**src/hw/rtl/stpt_pkg.sv**
```systemverilog
// Package for the source-type plot transform: payload structs, pipeline
// record and the fixed fraction width. No dependencies.
`default_nettype none
package stpt_pkg;
    localparam int FRAC = 14;
    localparam int MW   = FRAC + 2;

    typedef struct packed {
        logic signed [15:0] t_value;
        logic signed [15:0] k_value;
    } t_in_item;

    typedef struct packed {
        logic signed [15:0] x_coord;
        logic signed [15:0] y_coord;
        logic               out_of_range;
    } t_out_item;

    typedef enum logic [1:0] {
        CLS_FLAG  = 2'd0,
        CLS_OPP   = 2'd1,
        CLS_KONE  = 2'd2,
        CLS_SAME  = 2'd3
    } t_cls;

    // classified item: magnitudes and signs
    typedef struct packed {
        t_cls          cls;
        logic [MW-1:0] at;
        logic [MW-1:0] ak;
        logic          xneg;
        logic          yneg;
    } t_cls_item;

    function automatic logic [15:0] sat_sign(input logic [63:0] mag, input logic neg);
        logic [15:0] m;
        begin
            if (neg) begin
                m = (mag > 64'd32768) ? 16'h8000 : 16'(0 - mag[15:0]);
            end else begin
                m = (mag > 64'd32767) ? 16'h7fff : mag[15:0];
            end
            return m;
        end
    endfunction
endpackage
`default_nettype wire

```
**src/hw/rtl/stpt_fifo.sv**
```systemverilog
// Two-entry queue of classified items between front and back.
// Depends on stpt_pkg.
`default_nettype none
module stpt_fifo (
    input  wire                    i_clk,
    input  wire                    i_rst_n,
    input  wire                    i_valid,
    output logic                   o_ready,
    input  stpt_pkg::t_cls_item    i_item,
    output logic                   o_valid,
    input  wire                    i_ready,
    output stpt_pkg::t_cls_item    o_item
);
    import stpt_pkg::*;
    t_cls_item r_mem [2];
    logic r_wp, r_rp;
    logic [1:0] r_cnt;
    logic wr, rd;

    assign o_ready = r_cnt != 2'd2;
    assign o_valid = r_cnt != 2'd0;
    assign o_item  = r_mem[r_rp];
    assign wr = i_valid && o_ready;
    assign rd = o_valid && i_ready;

    always_ff @(posedge i_clk) begin
        if (!i_rst_n) begin
            r_wp  <= 1'b0;
            r_rp  <= 1'b0;
            r_cnt <= 2'd0;
        end else begin
            if (wr) r_wp <= !r_wp;
            if (rd) r_rp <= !r_rp;
            r_cnt <= r_cnt + 2'(wr) - 2'(rd);
        end
        if (wr) begin
            r_mem[r_wp] <= i_item;
        end
    end
endmodule
`default_nettype wire

```
**config.mk**
```make
export PLATFORM = sky130hd
export DESIGN_NAME = stpt_fifo
export DESIGN_NICKNAME = d
export VERILOG_FILES = /design/src/hw/rtl/stpt_pkg.sv /design/src/hw/rtl/stpt_fifo.sv
export SDC_FILE = /design/constraint.sdc
export NUM_CORES = 1
export LEC_CHECK = 0
export BUFFER_PORTS_ARGS = -buffer_cell sky130_fd_sc_hd__buf_2
export CAP_MARGIN = 10
export CORE_MARGIN = 2
export CORE_UTILIZATION = 51
export CTS_CLUSTER_SIZE = 10
export DETAILED_ROUTE_END_ITERATION = 16
export PLACE_DENSITY = 0.89
export SLEW_MARGIN = 20
export SYNTH_ARGS = -nofsm -noshare
export SYNTH_HDL_FRONTEND = slang
export SYNTH_SLANG_ARGS = --single-unit
export TNS_END_PERCENT = 1
```
**constraint.sdc**
```tcl
create_clock -name i_clk -period 2.3 [get_ports i_clk]
set_input_delay 0.115 -clock i_clk [delete_from_list [all_inputs] [get_ports i_clk]]
set_output_delay 0.115 -clock i_clk [all_outputs]
set_load 0.02 [all_outputs]
```
==> summary.txt <==
Critical path
  • Worst R2R Start: r_cnt[1]
  • Worst path cell trace: buf_4, mux2_1, buf_2
  • Max incr delay on CP: 0.41 ns
  • Crit. End Element: output pin
  • Critical path arrival: 1.70 ns
  • Crit Path Max Fanout: 30
  • FF-to-FF path depth: 6
  • Crit path max-delay family: buffers and inverters
  • Worst Setup Path Type: reg -> out
  • WP data required: 2.18 ns
  • Reg2Reg Capture Point: r_cnt[1]
  • Slowest CP cell: dfxtp_2
  • R2R setup slack: 0.69 ns
  • Worst path bufs/invs: 2
  • Crit start category: flop

Place
  • Port bufs: 77
  • Place WS: 0.706 ns
  • Detailed placement HPWL: 3060 um
  • DP Area: 0.00334 mm2
  • Placer Congestion: 0.727

STA
  • RSZ-0062 raised after global routing: no
  • Max-slew headroom: 68.7%
  • Final Critical Period: 1.82 ns
  • Tcrit/Tclk final: 79.0%
  • Final Max Tran Viols: 0
  • Max Freq: 551 MHz
  • Max Clock Skew: 0.00717 ns
  • Post-route setup TNS: 0 ns
  • Hold Fails Final Rpt: 0
  • Final setup fails: 0
  • Slew @ Worst Pin: 0.470 ns
  • Worst setup margin: 0.484 ns

Min path
  • Hold path cells: 3
  • Worst Hold End: r_wp
  • Hold path startpoint: i_valid
  • Worst hold path type: in -> reg

Pwr
  • Power share of the clock group: 23.6%
  • Switching part of the total: 28.7%
  • Sequential group share of total power: 51.2%
  • Switching Power: 0.985 mW
  • Total Power: 3.43 mW
  • Internal power: 2.45 mW
  • Worst VDD drop: 578 uV
  • Logic pwr share: 25.1%
  • Pwr per Cell Area: 888 mW/mm2
  • Pleak: 1.49 nW

Drt
  • Via/cell ratio: 4.92
  • First-pass DRT Iterations: 4
  • WL final: 5090 um
  • First-iteration detailed-routing DRC count: 76
  • Avg WL per Cell: 14.8 um
  • Post-route ant nets: 0
  • Detailed-route via count: 1,687
  • DRC errors left: 0

Synth
  • Share of the yosys chip area belonging to registers: 78.8%
  • Yosys top cell area share: 75.3%
  • Synth area leaders: edfxtp_1 (75%), mux2_1 (14%), dfxtp_1 (3.5%), buf_6 (1.2%), nor2_1 (0.52%)
  • Most common cell in the netlist: edfxtp_1
  • Synth Warn #: 0
  • Post-synth top area cell: edfxtp_1
  • Syn_area_per_cell: 20.2 um2
  • Synth top cells by count: edfxtp_1 (72), mux2_1 (36), dfxtp_1 (5), nor2_1 (4), buf_6 (3)
  • Gate Count Post-Synth: 142
  • Post-synth top flop: edfxtp_1
  • Syn Std Cell Area: 0.00287 mm2
  • Asr flop ratio synth: 0%
  • Post-synth EDFFs: 72
  • Distinct cells, synth: 25
  • Synthesis-stage register bit count: 77
  • Post-synth net total: 183

Clock network
  • Clk slew on worst S/H paths: 0.07 ns
  • CTS tree: yes
  • CTS H-Tree Depth: 3
  • Clock buffers created by TritonCTS: 9
  • Clock sinks: 77
  • CTS Root Cell: clkbuf_8
  • Clk_lat worst skew: 0.33 ns
  • Max clock buf depth: 2

Finish
  • Multi-input gate area: 563 um2
  • Layout fillers: 350
  • P&R area growth vs syn: 34.8%
  • Ant. Diodes: 0
  • Final instance area: 0.00387 mm2
  • Register Area: 0.00226 mm2
  • Final #Nets: 307
  • Share of layout cells above drive strength 1: 35.1%

Floorplan
  • Chip Width: 79.0 um
  • I/O pin count: 78
  • Die area: 0.00624 mm2
  • Num rows: 27
  • Die H: 79.0 um
  • Initial Utilization: 52.4%
  • Core box area: 0.00547 mm2

GRT
  • GRT Residual Overflow: 0
  • Total track usage: 17.1%
  • Initial antenna violation count: 0
  • Largest net degree at the start of global routing: 37
  • Vias in the first global route: 1,767
  • First-pass GRT wire length: 7960 um

Run
  • Max-Cap Viols: 0

Run status
  • Outcome: finished, final reports clean
## sequential cells by signal (all words and copies together), names as in the netlist, named ones only
register / cells
r_mem: 72
r_cnt: 2
r_wp: 1
r_rp: 1
## how the worst max path moves through the flow
stage                   from     endpoint  slack, ns  cells past startpoint
detailed placement  r_cnt[1]     r_cnt[1]       0.71                      6
finish                  flop   o_item[33]       0.48                      3
global route            flop    o_item[5]       0.35                      3
global placement    r_cnt[0]  r_mem[1][7]       0.76                      3
floorplan           r_cnt[0]  r_mem[1][0]       0.25                      2
CTS                     flop   o_item[15]       0.46                      3
## metrics by stage
stage,cells,hold slack (ns),util (%)
detailed placement,290,0.306,61.1
finish,343,0.156,70.7
global placement,290,0.304,61.1
global route,343,0.171,70.7
CTS,343,0.140,70.7
floorplan,142,0.214,-
## cell usage in the layout (no fill, tap or decap)
master          n
nand2b_1        1
a21bo_1         1
nor2b_1         1
a21oi_1         1
and2_1          1
mux2_1         36
clkinv_2        1
nand3b_1        1
o21ai_0         1
o21ba_1         1
ha_1            1
dfxtp_2         1
buf_2          77
nand3_1         1
nor2_1          4
nor3_2          1
buf_4           2
inv_1           2
edfxtp_1       72
clkbuf_1        5
or2_2           1
xor2_1          1
and3_2          1
o31a_1          1
nor4bb_1        1
dfxtp_1         4
and3_1          1
buf_12          1
clkbuf_8        9
dlygate4sd3_1  37
clkinvlp_4      1
nor4_1          1
o21ai_1         1
## routing by layer
layer	up-vias	share of wire (%)	track usage, %
li1	799	-	-
met1	819	40	19.1
met2	61	54	31.2
met3	8	4.0	3.98
met4	0	1.5	7.59
met5	-	0	0
## layout make-up
| class | instances | area share [%] |
|---|---|---|
| clock buffer | 14 | 3.69 |
| tap | 72 | 2.33 |
| inverter | 2 | 0.194 |
| sequential | 77 | 58.5 |
| clock inverter | 2 | 0.323 |
| timing repair buffer | 117 | 20.4 |
| multi-input combinational | 59 | 14.5 |
## power by group through the flow
stage,clock network (mW),logic (mW),registers [mW]
final,0.812,0.863,1.76
after global routing,0.895,0.933,1.77
after CTS,0.830,0.870,1.76
after detailed placement,0,0.817,1.79
after global placement,0,0.808,1.78
after floorplan,0,0.582,1.76
## worst min-delay path, stage by stage
cell and delay [ns]:
buf_2 0.14, nand3b_1 0.11, a21oi_1 0.07
## cells by family (layout without fill, tap and decap cells)
logic type | count (synthesis) | after routing | synth area share, %
buf+inv | 6 | 135 | 1.61
compound gates | 6 | 6 | 1.53
xor+xnor | 1 | 1 | 0.305
simple gates | 15 | 15 | 3.18
mux | 36 | 36 | 14.1
fa+ha+maj | 1 | 1 | 0.436
flops | 77 | 77 | 78.8
## timing repair
action                     4_1_cts  5_1_grt
hold buffers                    37        0
resized for setup                0        0
setup endpoints to repair        0        0
setup buffers                    0        0
hold endpoints to repair        73        0
(Power assumes the default switching activity.)
