[src/hw/rtl/stpt_pkg.sv]
// Package for the source-type plot transform: payload structs, pipeline
// record and the fixed fraction width. No dependencies.
`default_nettype none
package stpt_pkg;
    localparam int FRAC = 14;
    localparam int MW   = FRAC + 2;

    typedef struct packed {
        logic signed [15:0] t_value;
        logic signed [15:0] k_value;
    } t_in_item;

    typedef struct packed {
        logic signed [15:0] x_coord;
        logic signed [15:0] y_coord;
        logic               out_of_range;
    } t_out_item;

    typedef enum logic [1:0] {
        CLS_FLAG  = 2'd0,
        CLS_OPP   = 2'd1,
        CLS_KONE  = 2'd2,
        CLS_SAME  = 2'd3
    } t_cls;

    // classified item: magnitudes and signs
    typedef struct packed {
        t_cls          cls;
        logic [MW-1:0] at;
        logic [MW-1:0] ak;
        logic          xneg;
        logic          yneg;
    } t_cls_item;

    function automatic logic [15:0] sat_sign(input logic [63:0] mag, input logic neg);
        logic [15:0] m;
        begin
            if (neg) begin
                m = (mag > 64'd32768) ? 16'h8000 : 16'(0 - mag[15:0]);
            end else begin
                m = (mag > 64'd32767) ? 16'h7fff : mag[15:0];
            end
            return m;
        end
    endfunction
endpackage
`default_nettype wire

[src/hw/rtl/stpt_front.sv]
// Front end: takes (T, k), range checks and classifies into quadrant cases.
// Depends on stpt_pkg.
`default_nettype none
module stpt_front (
    input  wire                    i_clk,
    input  wire                    i_rst_n,
    input  wire                    i_valid,
    output logic                   o_ready,
    input  stpt_pkg::t_in_item     i_item,
    output logic                   o_valid,
    input  wire                    i_ready,
    output stpt_pkg::t_cls_item    o_item
);
    import stpt_pkg::*;
    localparam logic [MW-1:0] ONE = MW'(1) << FRAC;

    logic [MW-1:0] at, ak;
    logic signed [15:0] t, k;
    t_cls_item c;
    logic r_v;
    t_cls_item r_item;

    always_comb begin
        t  = i_item.t_value;
        k  = i_item.k_value;
        at = t[15] ? MW'(17'(0 - {t[15], t})) : MW'(t);
        ak = k[15] ? MW'(17'(0 - {k[15], k})) : MW'(k);
        c.at = at;
        c.ak = ak;
        c.yneg = k[15];
        c.xneg = t[15];
        if ((17'(at) > 17'(ONE)) || (17'(ak) > 17'(ONE)) ||
            (t[15] && 16'(0 - t) == 16'h8000 && FRAC < 15) ||
            (k[15] && 16'(0 - k) == 16'h8000 && FRAC < 15)) begin
            c.cls = CLS_FLAG;
        end else begin
            if (at == ONE && ak == ONE) begin
                c.at = '0;
                c.xneg = 1'b0;
            end
            if (c.at == '0 || ak == '0 || (c.xneg != c.yneg)) begin
                c.cls = CLS_OPP;
            end else if (ak == ONE) begin
                c.cls = CLS_KONE;
            end else begin
                c.cls = CLS_SAME;
            end
        end
    end

    assign o_ready = !r_v || i_ready;
    assign o_valid = r_v;
    assign o_item  = r_item;

    always_ff @(posedge i_clk) begin
        if (!i_rst_n) begin
            r_v <= 1'b0;
        end else if (o_ready) begin
            r_v <= i_valid;
        end
        if (o_ready && i_valid) begin
            r_item <= c;
        end
    end
endmodule
`default_nettype wire

[config.mk]
export PLATFORM = sky130hd
export DESIGN_NAME = stpt_front
export DESIGN_NICKNAME = d
export VERILOG_FILES = /design/src/hw/rtl/stpt_pkg.sv /design/src/hw/rtl/stpt_front.sv
export SDC_FILE = /design/constraint.sdc
export NUM_CORES = 1
export LEC_CHECK = 0
export BUFFER_PORTS_ARGS = -buffer_cell sky130_fd_sc_hd__buf_2
export CAP_MARGIN = 20
export CORE_MARGIN = 10
export CORE_UTILIZATION = 30
export CTS_CLUSTER_DIAMETER = 50
export DETAILED_ROUTE_END_ITERATION = 7
export PLACE_DENSITY_LB_ADDON = 0.25
export SLEW_MARGIN = 10
export SYNTH_ARGS = -nofsm -noshare
export SYNTH_HDL_FRONTEND = slang
export SYNTH_SLANG_ARGS = --single-unit
export TNS_END_PERCENT = 50
[constraint.sdc]
create_clock -name i_clk -period 3.5 [get_ports i_clk]
set_input_delay 0.7 -clock i_clk [delete_from_list [all_inputs] [get_ports i_clk]]
set_output_delay 0.7 -clock i_clk [all_outputs]
set_load 0.01 [all_outputs]
==> flow_summary.toml, run 1 <==
[synthesis]
yosys-top-cells-area = "edfxtp_1, xnor2_1, nand2_1"
async_flop_share_pct = 0
synth_top_cell_by_area = "edfxtp_1"
syn_inst = 276
synth-main-ff-cell = "edfxtp_1"
ys_seq_area_share_pct = 41.3
synthesis.area_sq_um = 2670
synth_top_area_share_pct = 40.5
avgSynthCellArea_sq_um = 9.67
ys_types = 56
ys_warn_count = 0
synth-edff-count = 36
ys_ff_latch = 37
syn_nets = 318

[clocking]
cts_root_buf = "clkbuf_8"
cts-hold-fix-buffers = 0
worstSkewPairLatency_ns = 0.30
cts_sinks = 37
clkTransAtPathRegs_ns = 0.08
postCtsSetupRepairBufs = 0
postCtsResizedCells = 0
cts_tree = "yes"
clockBufferDepth = 2
cts_htree_levels = 2
cts_buffers = 5

[setup_path]
crit_type = "input port to flop"
worstPathMaxFanout = 2
critPathCaptureType = "flop"
cp.required_ns = 3.55
worst_setup_path_start_kind = "input port"
cp_data_arrival_time_ns = 3.16
rrSetupSlack_ns = 2.18
r2r_cells = 3
r2r_end = "o_item[4]"
reg2reg_from = "o_valid"

[timing]
fmax_ghz = 0.321
tightestPinTransition_ns = 0.488
skew_ns = 0.0137
slew_violations = 0
setup_violations = 0
final-hold-violation-count = 0
rsz0062_at_grt = "false"
fin_crit_sh_pct = 89.0
fin_tns_setup_ns = 0
maxSlewHeadroom_pct = 66.7
finalCriticalPeriod_ns = 3.11

[finish]
mostFrequentLayoutCell = "buf_2"
syn_to_final_growth_pct = 22.8
nets = 393
final_cell_mix = "buf_2, edfxtp_1, nand2_1, xnor2_1"
fillers = 926
layout-drive-gt1-share_pct = 31.0
num_antenna_cells = 0
fin_area_sq_um = 3280

[floorplanning]
initial_core_util_pct = 30.8
dieArea_sq_um = 13100
die_y_microns = 114
num_io_pins = 74
num_rows = 34
die_w_microns = 114
core_sq_um = 8680

[hold_path]
hp-class = "flop to flop"
hp-start = "o_valid"
holdPathStages = 2
min_to = "o_valid"

[power]
cellPowerDensity_nw_per_um2 = 332
ir_drop_uv = 168
p_leak_uw = 0.00126

[flow_run]
cap_violations = 0

[place]
place_hpwl_microns = 5640
io_buffers = 73
dpl_cell_area_sq_um = 3190
gp_congestion = 0.853

[drt]
vias_per_cell = 5.05
wl_microns = 7300
dr.first_iter.drc_count = 94
post-route-drc-count = 0
vias = 2324
ant_nets = 0
wl_per_cell_microns = 15.9
dr.pass1.iters = 6

[global_routing]
antenna_found_initial = 0
grt_pass1_wl_microns = 12100
track_usage_pct = 11.2
grt_remaining_overflow = 0
grt_max_degree = 37
grt_pass1_vias = 2325

[outcome]
status = "complete, no violations"
stage by stage:
stage | total power, uW | hold WS [ns] | worst slack (ns) | instances | utilization (%)
3_3_place_gp | 788 | 0.505 | 0.131 | 452 | 36.8
5_1_grt | 1150 | 0.592 | 0.181 | 460 | 37.8
4_1_cts | 1100 | 0.551 | 0.404 | 460 | 37.8
6_report | 1090 | 0.542 | 0.387 | 460 | 37.8
2_1_floorplan | 690 | 0.610 | 0.0471 | 276 | -
3_5_place_dp | 790 | 0.540 | 0.113 | 452 | 36.8
cell usage after synthesis (all sizes together), types with 4 or more instances:
cell type  instances
a21oi              4
buf                8
clkbuf            15
edfxtp            36
ha                 6
inv               10
nand2             27
nand2b             9
nand3              5
nand4              4
nor2              18
nor3               6
nor4               6
o21ai             19
o31ai              6
o41ai              4
or3               10
or4                6
xnor2             25
xor2               6
worst max-delay path by stage:
stage	depth (start not counted)	end	start	slack (ns)
final	10	o_item[35]	i_item[21]	0.39
after floorplan	12	o_item[35]	i_item[22]	0.05
after CTS	10	o_item[35]	i_item[21]	0.40
after global routing	10	o_item[35]	i_item[19]	0.18
after detailed placement	10	o_item[35]	i_item[21]	0.11
after global placement	10	o_item[35]	i_item[21]	0.13
report_power, final:
group	leakage (uW)	switching (uW)	internal (uW)	total (uW)
Clock	0.0000439	172	138	310
Sequential	0.000358	8.17	530	538
Combinational	0.000861	140	98.5	238
Total	0.00126	320	767	1090
worst max-delay path, stage by stage:
cell	delay [ns]
buf_2	0.10
or4_4	0.53
or3_1	0.37
nor3_1	0.18
ha_1	0.25
a2111oi_0	0.49
o31ai_1	0.15
o21ai_1	0.18
a211oi_2	0.07
and3_1	0.14
state kept, by name (all words and copies together) (netlist names):
register  flops
o_item       36
o_valid       1
metal layers:
metal	GRT usage, %	vias to the layer above	part of all wire (%)
met3	3.25	5	5.9
met1	15.0	1090	48
met4	3.17	0	1.2
li1	-	1169	-
met2	17.2	60	45
met5	0	-	0
layout make-up:
type / count / area, sq um / share of cell area (%)
Clock buffer: 5 / 68.8 / 2.10
Clock inverter: 3 / 17.5 / 0.535
Inverter: 10 / 37.5 / 1.15
Multi-Input combinational cell: 206 / 1420 / 43.2
Sequential cell: 37 / 1100 / 33.6
Tap cell: 108 / 135 / 4.12
Timing Repair Buffer: 91 / 500 / 15.3
logic make-up (layout without fill, tap and decap cells):
kind of cell | Yosys count | count (layout) | synth area share (%)
simple gates | 110 | 110 | 23.3
fa+ha+maj | 6 | 6 | 2.81
buf+inv | 33 | 109 | 5.67
xor+xnor | 31 | 31 | 10.2
compound gates | 55 | 55 | 15.1
mux | 4 | 4 | 1.73
flops | 37 | 37 | 41.3
Note: power is estimated with default switching activity, not from simulation.
==> inputs of run 2 (changes only) <==
CORE_UTILIZATION = 28   (was 30)
==> run 2 against run 1 <==
  * Critical path depth unchanged
  * Final cell count up 4.8%
  * Non-clock buffer count unchanged
  * First-iteration DRC count up 67%
  * Total power up 8.8%
  * Critical path type unchanged
  * Highest routed layer unchanged
  * Largest cell class unchanged
  * Cell area up 1.9%
==> flow_summary.toml, run 2 (same netlist as run 1, synthesis figures left out) <==
[outcome]
status = "complete, no violations"

[timing]
finalCriticalPeriod_ns = 3.28
slew_violations = 0
fmax_ghz = 0.305
whs_ns = 0.523
setup_slack_ns = 0.222
maxSlewHeadroom_pct = 41.3
skew_ns = 0.0139
final-hold-violation-count = 0
fin_tns_setup_ns = 0
tightestPinTransition_ns = 0.881
fin_crit_sh_pct = 93.7
setup_violations = 0
rsz0062_at_grt = "false"

[finish]
fin_area_sq_um = 3340
fillers = 964
final_cell_mix = "buf_2, edfxtp_1, nand2_1, xnor2_1"
layout-drive-gt1-share_pct = 31.3
final_cells = 482
mostFrequentLayoutCell = "buf_2"
largest_reg_flops = 36
nets = 393
syn_to_final_growth_pct = 25.2

[clocking]
cts_buffers = 5
clockBufferDepth = 2
clkTransAtPathRegs_ns = 0.08
cts_root_buf = "clkbuf_8"
postCtsResizedCells = 0
cts_tree = "yes"
cts_htree_levels = 2
worstSkewPairLatency_ns = 0.30
postCtsSetupRepairBufs = 0
cts_sinks = 37
cts-hold-fix-buffers = 0

[place]
dpl.cell_count = 473
place_hpwl_microns = 5820
dpl_cell_area_sq_um = 3220
gp_congestion = 0.862
io_buffers = 73
pre_cts_ws_ns = -0.0370

[global_routing]
grt_max_degree = 37
antenna_found_initial = 2
grt_remaining_overflow = 0
track_usage_pct = 10.5
grt_pass1_vias = 2339
grt_pass1_wl_microns = 12200

[setup_path]
worst_setup_path_start_kind = "input port"
critPathCaptureType = "flop"
cp.required_ns = 3.55
cp_data_arrival_time_ns = 3.33
rrSetupSlack_ns = 1.98
crit_type = "input port to flop"
worstPathMaxFanout = 2

[drt]
vias = 2299
wl_per_cell_microns = 15.5
dr.pass1.iters = 4
post-route-drc-count = 0
wl_microns = 7460
vias_per_cell = 4.77
dr.first_iter.drc_count = 157
ant_nets = 0

[power]
cellPowerDensity_nw_per_um2 = 354
p_leak_uw = 0.00128
ir_drop_uv = 153

[hold_path]
hp-class = "flop to flop"

[floorplanning]
dieArea_sq_um = 13800
die_w_microns = 118
num_rows = 35
num_io_pins = 74
initial_core_util_pct = 28.9
die_y_microns = 118
core_sq_um = 9240

[flow_run]
cap_violations = 0
## run 2: path summary, 6_finish.rpt
check               end  cells past startpoint  startpoint
max          o_item[35]                     10  i_item[21]
min             o_valid                      2     o_valid
max reg2reg  o_item[31]                      2     o_valid
min reg2reg     o_valid                      2     o_valid
## run 2: per-layer routing
layer	GRT usage, %	share of wire (%)	up-vias
li1	-	-	1174
met1	13.9	49	1070
met2	16.6	45	50
met3	2.64	4.2	5
met4	2.78	1.1	0
met5	0	0	-
## run 2: worst max-delay path, cell delays in order
cell	delay [ns]
buf_2	0.11
or4_4	0.52
or3_1	0.39
nor3_1	0.22
ha_1	0.26
a2111oi_0	0.57
o31ai_1	0.16
o21ai_1	0.19
a211oi_2	0.07
and3_1	0.14
## run 2: layout make-up
class	instances	area, sq um	area share [%]
Timing Repair Buffer	91	500	15.0
Sequential cell	37	1100	33.0
Clock inverter	2	37.5	1.12
Tap cell	129	161	4.83
Clock buffer	6	82.6	2.47
Inverter	10	37.5	1.12
Antenna cell	1	2.50	0.0749
Multi-Input combinational cell	206	1420	42.4
## run 2: through the flow
stage	power, uW	util, %
3_5_place_dp	792	34.8
4_1_cts	1200	36.1
3_3_place_gp	788	34.8
2_1_floorplan	690	-
6_report	1180	36.2
5_1_grt	1240	36.2
## run 2: power by group
part           leakage (uW)  switching [uW]  internal [uW]
sequential         0.000358            7.79            530
clock             0.0000574             172            232
combinational      0.000862             141           97.6
total               0.00128             322            860
==> inputs of run 3 (changes only) <==
CORE_UTILIZATION = 48   (was 28)
==> run 3 against run 2 <==
  * Clock power rose by 12%
  * Hold slack improved by 0.0023 ns
  * Die area fell by 35%
  * Critical path type unchanged
  * Largest cell class unchanged
  * Largest power group unchanged
==> flow_summary.toml, run 3 (same netlist as run 1, synthesis figures left out) <==
[floorplanning]
dieArea_sq_um = 8940
die_y_microns = 94.6
num_rows = 27
core_sq_um = 5440
initial_core_util_pct = 49.1
num_io_pins = 74
die_w_microns = 94.6

[finish]
layout-drive-gt1-share_pct = 30.4
mostFrequentLayoutCell = "buf_2"
largest_reg_flops = 36
nets = 390
final_cell_mix = "buf_2, edfxtp_1, nand2_1, xnor2_1"
num_antenna_cells = 0
syn_to_final_growth_pct = 22.2
final_cells = 421

[timing]
tightestPinTransition_ns = 0.458
setup_slack_ns = 0.338
fin_tns_setup_ns = 0
fmax_ghz = 0.316
setup_violations = 0
slew_violations = 0
rsz0062_at_grt = "false"
finalCriticalPeriod_ns = 3.16
skew_ns = 0.00992
final-hold-violation-count = 0
fin_crit_sh_pct = 90.3
maxSlewHeadroom_pct = 68.7

[place]
io_buffers = 73
gp_congestion = 0.886
place_hpwl_microns = 5010
pre_cts_ws_ns = 0.0319
dpl.cell_count = 413

[drt]
ant_nets = 0
vias_per_cell = 5.43
post-route-drc-count = 0
dr.first_iter.drc_count = 192
wl_per_cell_microns = 15.5
dr.pass1.iters = 4
vias = 2284
wl_microns = 6510

[clocking]
postCtsSetupRepairBufs = 0
cts_root_buf = "clkbuf_8"
cts-hold-fix-buffers = 0
postCtsResizedCells = 0
cts_tree = "yes"
worstSkewPairLatency_ns = 0.29
cts_htree_levels = 2
cts_buffers = 5
cts_sinks = 37
clkTransAtPathRegs_ns = 0.07
clockBufferDepth = 2

[outcome]
status = "complete, no violations"

[power]
power.total_uw = 1220
p_leak_uw = 0.00127
cellPowerDensity_nw_per_um2 = 375
ir_drop_uv = 149

[setup_path]
slowest_delay_ns = 0.44
worstPathMaxFanout = 5
cp_num_buf_inv = 2
cp_data_arrival_time_ns = 3.31
slowest_stage = "a2111o_1"
path_delay_family = "compound AO/OA/AOI/OAI gates"
worst_setup_path_start_kind = "input port"
crit_type = "input port to flop"
path_cells = "buf_2 -> inv_1 -> ha_1 -> nor4b_4 -> nand2_1 -> o31ai_1 -> xnor2_1 -> a2111o_1 -> or3_1 -> a211oi_2 -> o21a_1"
critPathCaptureType = "flop"
cp.required_ns = 3.65

[global_routing]
grt_busiest_layer = "met2"
grt_pass1_wl_microns = 10500
antenna_found_initial = 0
grt_pass1_vias = 2186
grt_remaining_overflow = 0
track_usage_pct = 14.5
met1_usage_pct = 19.1
use_met3_pct = 4.60
use_met2_pct = 22.5
grt_max_degree = 37

[hold_path]
hp-class = "flop to flop"

[flow_run]
cap_violations = 0
run 3: cell count changes in the layout (fill, tap and decap cells not counted):
cell        before  now
clkinvlp_4       1    0
and2_1           1    2
clkbuf_8         6    5
and2_2           1    0
diode_2          1    0
bufinv_16        1    2
buf_4           18   15
inv_6            0    1
run 3: path summary, 6_finish.rpt:
| path | end | start | slack (ns) | cells after the start |
|---|---|---|---|---|
| worst min register to register | o_valid | o_valid | 0.53 | 2 |
| worst max-delay path | o_item[34] | i_item[1] | 0.34 | 11 |
| worst min-delay path | o_valid | o_valid | 0.53 | 2 |
| worst max register to register | o_item[31] | o_valid | 2.21 | 3 |
run 3: report_power, final:
| part | internal [uW] | switching (uW) |
|---|---|---|
| logic | 97.4 | 138 |
| clock network | 287 | 164 |
| registers | 530 | 7.40 |
run 3: metal layers:
| layer | vias up | share of wire (%) |
|---|---|---|
| met4 | 0 | 0.72 |
| li1 | 1165 | - |
| met3 | 4 | 7.4 |
| met5 | - | 0 |
| met2 | 68 | 45 |
| met1 | 1047 | 47 |
run 3: stage by stage:
step / utilization (%) / hold slack [ns] / cell area (sq um)
3_5_place_dp: 57.4 / 0.516 / 3120
3_3_place_gp: 57.4 / 0.506 / 3120
5_1_grt: 59.9 / 0.579 / 3260
6_report: 59.9 / 0.525 / 3260
2_1_floorplan: - / 0.610 / 2670
4_1_cts: 59.9 / 0.529 / 3260
run 3: tightest hold or removal path: cells and delay by family, from the launching register on:
| kind | cells | cell delay [ns] |
|---|---|---|
| flip-flops | 1 | 0.31 |
| AND/OR/NAND/NOR | 1 | 0.09 |
| AO/OA/AOI/OAI | 1 | 0.08 |
run 3: final cells by class:
| class | instances | area [sq um] |
|---|---|---|
| clock buffers | 5 | 68.8 |
| clock inverters | 3 | 68.8 |
| fillers | 479 | 2180 |
| inverters | 10 | 37.5 |
| multi-input cells | 206 | 1420 |
| flip-flops and latches | 37 | 1100 |
| well taps | 72 | 90.1 |
| repair buffers | 88 | 478 |
